==> config.mk <==
export PLATFORM = sky130hd
export DESIGN_NAME = pair_conflict_suppressor_top
export DESIGN_NICKNAME = d
export VERILOG_FILES = /design/src/rtl/pcs_pkg.sv /design/src/rtl/pcs_cell.sv /design/src/rtl/pair_conflict_suppressor_top.sv
export SDC_FILE = /design/constraint.sdc
export NUM_CORES = 2
export LEC_CHECK = 0
export ABC_AREA = 1
export BUFFER_PORTS_ARGS = -buffer_cell sky130_fd_sc_hd__buf_2
export CAP_MARGIN = 20
export CORE_MARGIN = 1
export CORE_UTILIZATION = 55
export CTS_BUF_LIST = sky130_fd_sc_hd__clkbuf_16
export DETAILED_ROUTE_END_ITERATION = 16
export HOLD_SLACK_MARGIN = 0.12
export PLACE_DENSITY_LB_ADDON = 0.15
export SYNTH_ARGS = -nofsm -noshare
export SYNTH_HDL_FRONTEND = slang
export SYNTH_SLANG_ARGS = --single-unit
==> constraint.sdc <==
create_clock -name aclk -period 10.5 [get_ports aclk]
set_input_delay 0.525 -clock aclk [delete_from_list [all_inputs] [get_ports aclk]]
set_output_delay 0.525 -clock aclk [all_outputs]
set_load 0.05 [all_outputs]
==> src/rtl/pcs_pkg.sv <==
// Shared types and sizes for the pair conflict suppressor.
package pcs_pkg;

    localparam int MAX_PAIRS    = 32;
    localparam int BLOB_ID_BITS = 6;
    localparam int ID_W         = 6;
    localparam int VAL_W        = 16;
    localparam int INDEX_W      = 5;
    localparam int SLOT_W       = $clog2(MAX_PAIRS);

    typedef logic [ID_W-1:0]  blob_id_t;
    typedef logic [VAL_W-1:0] fix_val_t;

    // one pairing as broadcast to the cell row
    typedef struct packed {
        logic [BLOB_ID_BITS-1:0] left_id;
        logic [BLOB_ID_BITS-1:0] right_id;
        fix_val_t                width;
        fix_val_t                error;
    } pair_t;

    // row-wide commands
    typedef struct packed {
        logic insert;
        logic shift;
        logic clear;
    } cell_ctrl_t;

    // what a cell hands to its neighbors
    typedef struct packed {
        logic valid;
        logic mark;
    } link_t;

    typedef enum logic [1:0] {
        ST_LOAD = 2'b01,
        ST_EMIT = 2'b10
    } state_t;

endpackage

==> src/rtl/pcs_cell.sv <==
// One storage cell of the candidate row: holds a pairing and its removal mark.
module pcs_cell
    import pcs_pkg::*;
(
    input  logic       aclk,
    input  logic       aresetn,
    input  cell_ctrl_t ctrl,
    input  pair_t      new_pair,
    input  logic       new_mark,
    input  logic       prev_valid,
    input  link_t      next_link,
    output link_t      link,
    output logic       hit_new
);

    logic  valid_reg, valid_next;
    logic  mark_reg, mark_next;
    pair_t pair_reg, pair_next;

    logic same_blob;
    logic cross_blob;
    logic wider;
    logic worse;
    logic lose_self;
    logic take;

    always_comb begin
        same_blob  = (pair_reg.left_id == new_pair.left_id) ||
                     (pair_reg.right_id == new_pair.right_id);
        cross_blob = (pair_reg.left_id == new_pair.right_id) ||
                     (pair_reg.right_id == new_pair.left_id);
        wider      = pair_reg.width > new_pair.width;
        worse      = pair_reg.error > new_pair.error;
        // ties go against the newcomer
        lose_self  = valid_reg && (same_blob ? wider : (cross_blob && worse));
        hit_new    = valid_reg && (same_blob ? !wider : (cross_blob && !worse));
        take       = ctrl.insert && !valid_reg && prev_valid;
    end

    always_comb begin
        valid_next = valid_reg;
        mark_next  = mark_reg;
        pair_next  = pair_reg;
        if (ctrl.clear) begin
            valid_next = 1'b0;
            mark_next  = 1'b0;
        end else if (ctrl.shift) begin
            valid_next = next_link.valid;
            mark_next  = next_link.mark;
        end else if (take) begin
            valid_next = 1'b1;
            mark_next  = new_mark;
            pair_next  = new_pair;
        end else if (ctrl.insert && lose_self) begin
            mark_next = 1'b1;
        end
    end

    always_ff @(posedge aclk) begin
        if (!aresetn) begin
            valid_reg <= 1'b0;
            mark_reg  <= 1'b0;
        end else begin
            valid_reg <= valid_next;
            mark_reg  <= mark_next;
        end
        pair_reg <= pair_next;
    end

    assign link.valid = valid_reg;
    assign link.mark  = mark_reg;

endmodule

==> src/rtl/pair_conflict_suppressor_top.sv <==
// Top level: cell row of stored pairings, load/emit control and result port.
//
// Pairings are taken one per cycle while a frame loads; each one is compared
// against every stored candidate in the same cycle and written into the first
// free cell of a 32-cell row. The item flagged last_pair switches the block to
// emission: one result per stored candidate, in load order, one per cycle when
// the sink is ready, shifted out of the head of the row. No pairing is taken
// during emission. Pairings beyond 32 are dropped and reported through
// overflow on every result of the frame.
module pair_conflict_suppressor_top
    import pcs_pkg::*;
(
    input  logic                aclk,
    input  logic                aresetn,
    input  logic                s_valid,
    output logic                s_ready,
    input  logic [ID_W-1:0]     s_left_blob,
    input  logic [ID_W-1:0]     s_right_blob,
    input  logic [VAL_W-1:0]    s_pair_width,
    input  logic [VAL_W-1:0]    s_match_error,
    input  logic                s_last_pair,
    output logic                m_valid,
    input  logic                m_ready,
    output logic [INDEX_W-1:0]  m_pair_index,
    output logic                m_keep,
    output logic                m_overflow,
    output logic                m_last_result
);

    state_t            state_reg, state_next;
    logic [SLOT_W-1:0] index_reg, index_next;
    logic              dropped_reg, dropped_next;

    link_t             links [MAX_PAIRS+1];
    logic [MAX_PAIRS-1:0] hits;
    cell_ctrl_t        ctrl;
    pair_t             new_pair;
    logic              new_mark;
    logic              s_fire;
    logic              m_fire;
    logic              full;

    assign s_ready = (state_reg == ST_LOAD);
    assign m_valid = (state_reg == ST_EMIT);
    assign s_fire  = s_valid && s_ready;
    assign m_fire  = m_valid && m_ready;
    assign full    = links[MAX_PAIRS-1].valid;

    assign new_pair.left_id  = s_left_blob[BLOB_ID_BITS-1:0];
    assign new_pair.right_id = s_right_blob[BLOB_ID_BITS-1:0];
    assign new_pair.width    = s_pair_width;
    assign new_pair.error    = s_match_error;
    assign new_mark          = |hits;

    assign ctrl.insert = s_fire && !full;
    assign ctrl.shift  = m_fire;
    assign ctrl.clear  = m_fire && m_last_result;

    assign links[MAX_PAIRS] = '0;

    genvar k;
    generate
        for (k = 0; k < MAX_PAIRS; k++) begin : g_cell
            logic prev_valid;
            if (k == 0) begin : g_head
                assign prev_valid = 1'b1;
            end else begin : g_body
                assign prev_valid = links[k-1].valid;
            end
            pcs_cell u_cell (
                .aclk       (aclk),
                .aresetn    (aresetn),
                .ctrl       (ctrl),
                .new_pair   (new_pair),
                .new_mark   (new_mark),
                .prev_valid (prev_valid),
                .next_link  (links[k+1]),
                .link       (links[k]),
                .hit_new    (hits[k])
            );
        end
    endgenerate

    // head of the row is the oldest unreported candidate
    assign m_pair_index  = INDEX_W'(index_reg);
    assign m_keep        = !links[0].mark;
    assign m_overflow    = dropped_reg;
    assign m_last_result = !links[1].valid;

    always_comb begin
        state_next   = state_reg;
        index_next   = index_reg;
        dropped_next = dropped_reg;
        case (state_reg)
            ST_LOAD: begin
                if (s_fire) begin
                    if (full) begin
                        dropped_next = 1'b1;
                    end
                    if (s_last_pair) begin
                        state_next = ST_EMIT;
                        index_next = '0;
                    end
                end
            end
            ST_EMIT: begin
                if (m_fire) begin
                    index_next = index_reg + 1'b1;
                    if (m_last_result) begin
                        state_next   = ST_LOAD;
                        dropped_next = 1'b0;
                    end
                end
            end
            default: begin
                state_next = ST_LOAD;
            end
        endcase
    end

    always_ff @(posedge aclk) begin
        if (!aresetn) begin
            state_reg   <= ST_LOAD;
            index_reg   <= '0;
            dropped_reg <= 1'b0;
        end else begin
            state_reg   <= state_next;
            index_reg   <= index_next;
            dropped_reg <= dropped_next;
        end
    end

endmodule
==> results.txt <==
FFs w/ async S/R, synth -> 0%
Max-cap violations -> 0
WP depth -> 23
peak supply drop -> 0.152 mV
Largest register FFs -> 1408
fin nets -> 9031
drc violations -> 0
FF-to-FF path depth -> 16
reg-to-reg startpoint -> g_cell[6].u_cell.pair_reg[15]
Final Skew -> 0.0314 ns
worst path bufs/invs -> 5
most common cell after layout, fill and taps aside -> nand2_1
Final ANT Viol Nets -> 0
worst hold margin -> 0.167 ns
Critical R2R Capture -> g_cell[31].u_cell.mark_reg
CP top delay family -> simple AND/OR/NAND/NOR gates
Fill cells -> 11700
power per cell area -> 148 mW/mm2
max incr delay on CP -> 0.92 ns
Total Neg Setup Slack -> 0 ns
Pins Over Slew Limit -> 0
Iter 0 DRT Violations -> 6423
Crit Path Class -> primary input to flop
most frequent cells in the layout -> nand2_1, edfxtp_1, ha_1
unrepaired setup endpoints after global routing -> false
Critical Path AT -> 5.89 ns
syn nets -> 8818
Initial Util -> 55.6%
All-Layer GR Usage -> 32.7%
Wirelength per Cell -> 24.4 um
Die Area -> 0.149 mm2
relative slew slack -> 21.0%
Worst Path Max Fanout -> 33
main flop type after synthesis -> edfxtp_1
status -> complete, no violations
Crit. End Element -> flop
min-delay worst type -> primary input to flop
pin count of the biggest net entering global routing -> 70
Final GP Congestion -> 0.947
root buffer cell -> clkbuf_16
CTS Buf Count -> 163
wirelength, routed -> 244000 um
Max Freq -> 192 MHz
initial antenna violation count -> 8
Detail Placement HPWL -> 155000 um
reg-to-reg slack, setup -> 6.46 ns
CP cell instances -> buf_2, clkinv_1, buf_4, ha_1, inv_1, o21bai_1, nand2_1, nand2_1, nand2_1, nand2_1, nand2_1, nand2_1, nand2_1, nand2_1, nand2_1, nand2_1, nand2_1, nor2_1, nand2_1, nor2_4, nand3_1, o211ai_1, inv_2
P&R area growth vs syn -> 10.0%
cell total after placement -> 9700
Final setup violation count -> 0
IO Count -> 59
final worst slack -> 5.29 ns
H-tree depth -> 4
Finished Layout Cells -> 10000
synth warn -> 0
syn avg cell area -> 10.5 um2
Syn Std Cell Area -> 0.0813 mm2
first-pass GRT wire length -> 357000 um
Synth Instances -> 7744
synthesized flop and latch total -> 1480
port buffer count -> 58
Most common cell on crit path -> nand2_1
vias per inst -> 5.93
Pleak -> 0.0378 uW
EDFF count, synth -> 1408
area of the core -> 0.146 mm2
clock sink total -> 1480
pre-CTS setup slack -> 4.52 ns
Skew-Pair Late Insertion Delay -> 0.80 ns
startpoint types -> primary input
crit path from -> s_match_error[1]
crit path to -> g_cell[31].u_cell.mark_reg
sequential fraction of the synthesis area -> 53.8%
Pre-Repair DR Iteration Count -> 6
CTS clk-pin slew, worst paths -> 0.06 ns
n_diodes -> 0
Overflow after GRT -> 0
Die Wd -> 386 um
via count -> 59300
post-CTS setup buffer count -> 0
final hold vios -> 0
die height -> 386 um
Clock Path Buffers -> 3
Tmin final -> 5.21 ns
share of cells above drive strength 1 -> 6.20%
Yosys cell types -> 40
critical path data required time -> 11.19 ns
CTS tree -> done
Slowest-stage cell, CP -> clkinv_1
Rows -> 140
vias in the first global route -> 57200
Slew @ Worst Pin -> 1.17 ns
period utilization -> 49.6%
-- cells by family after synthesis --
kind of cell,count (synthesis),synth area share (%)
adder cells (fa/ha/maj),1025,15.8
buffers and inverters,789,4.02
AO/OA/AOI/OAI,1090,7.26
XOR/XNOR,388,4.18
AND/OR/NAND/NOR,2972,15.0
flip-flops,1480,53.8
-- metrics by stage --
stage	total power [uW]	utilization, %	area [um2]
4_1_cts	13200	61.2	89400
2_1_floorplan	7360	-	81300
5_1_grt	13600	61.2	89400
3_3_place_gp	7800	57.7	84300
3_5_place_dp	7850	57.7	84300
6_report	13200	61.2	89400
-- Yosys cell counts (all sizes together) (5+ instances only) --
library cell	count	share of area [%]
a21boi	7	0.065
a21o	7	0.065
a21oi	616	3.8
a31oi	18	0.14
and3	5	0.038
buf	119	0.92
clkbuf	29	0.13
dfxtp	72	1.8
edfxtp	1408	52
ha	1025	16
inv	641	3.0
nand2	1722	8.0
nand3	253	1.6
nand4	103	0.79
nor2	685	3.2
nor3	120	0.74
nor3b	28	0.26
o21a	54	0.50
o21ai	293	1.8
o21bai	42	0.39
o221ai	30	0.32
o22ai	19	0.15
or2	54	0.42
xnor2	50	0.54
xor2	338	3.6
-- power breakdown --
| group | switching [uW] | internal (uW) | total, uW |
|---|---|---|---|
| registers | 23.1 | 6520 | 6540 |
| logic | 865 | 345 | 1210 |
| clock network | 2370 | 3090 | 5450 |
| total | 3250 | 9950 | 13200 |
-- what timing repair did --
action / CTS / global route
resized for setup: 0 / 0
endpoints found under the setup margin: 0 / 0
hold buffers: 8 / 0
endpoints found under the hold margin: 10 / 0
-- worst min-delay path by stage --
stage | from | to | slack, ns | cells past startpoint
after floorplan | g_cell[1].u_cell.mark_reg | g_cell[1].u_cell.mark_reg | 0.44 | 2
after global placement | g_cell[22].u_cell.mark_reg | g_cell[22].u_cell.mark_reg | 0.46 | 2
after detailed placement | g_cell[22].u_cell.mark_reg | g_cell[22].u_cell.mark_reg | 0.45 | 2
after CTS | s_right_blob[1] | g_cell[14].u_cell.pair_reg[33] | 0.13 | 1
after global routing | s_right_blob[1] | g_cell[24].u_cell.pair_reg[33] | 0.14 | 1
final | s_right_blob[1] | g_cell[12].u_cell.pair_reg[33] | 0.17 | 1
-- cell type report --
cell class | instances | area (um2) | area share [%]
inverters | 641 | 2410 | 2.69
repair buffers | 196 | 1400 | 1.56
well taps | 1917 | 2400 | 2.68
multi-input cells | 5475 | 34500 | 38.6
clock inverters | 127 | 837 | 0.936
flip-flops and latches | 1480 | 43700 | 48.9
clock buffers | 167 | 4180 | 4.67
-- metal layers --
layer	wire [um]	global-route usage, %
met1	103000	46.6
met2	107000	50.3
met3	23500	4.59
met4	10900	13.9
met5	52	0
Power figures use the tool's default switching activity.
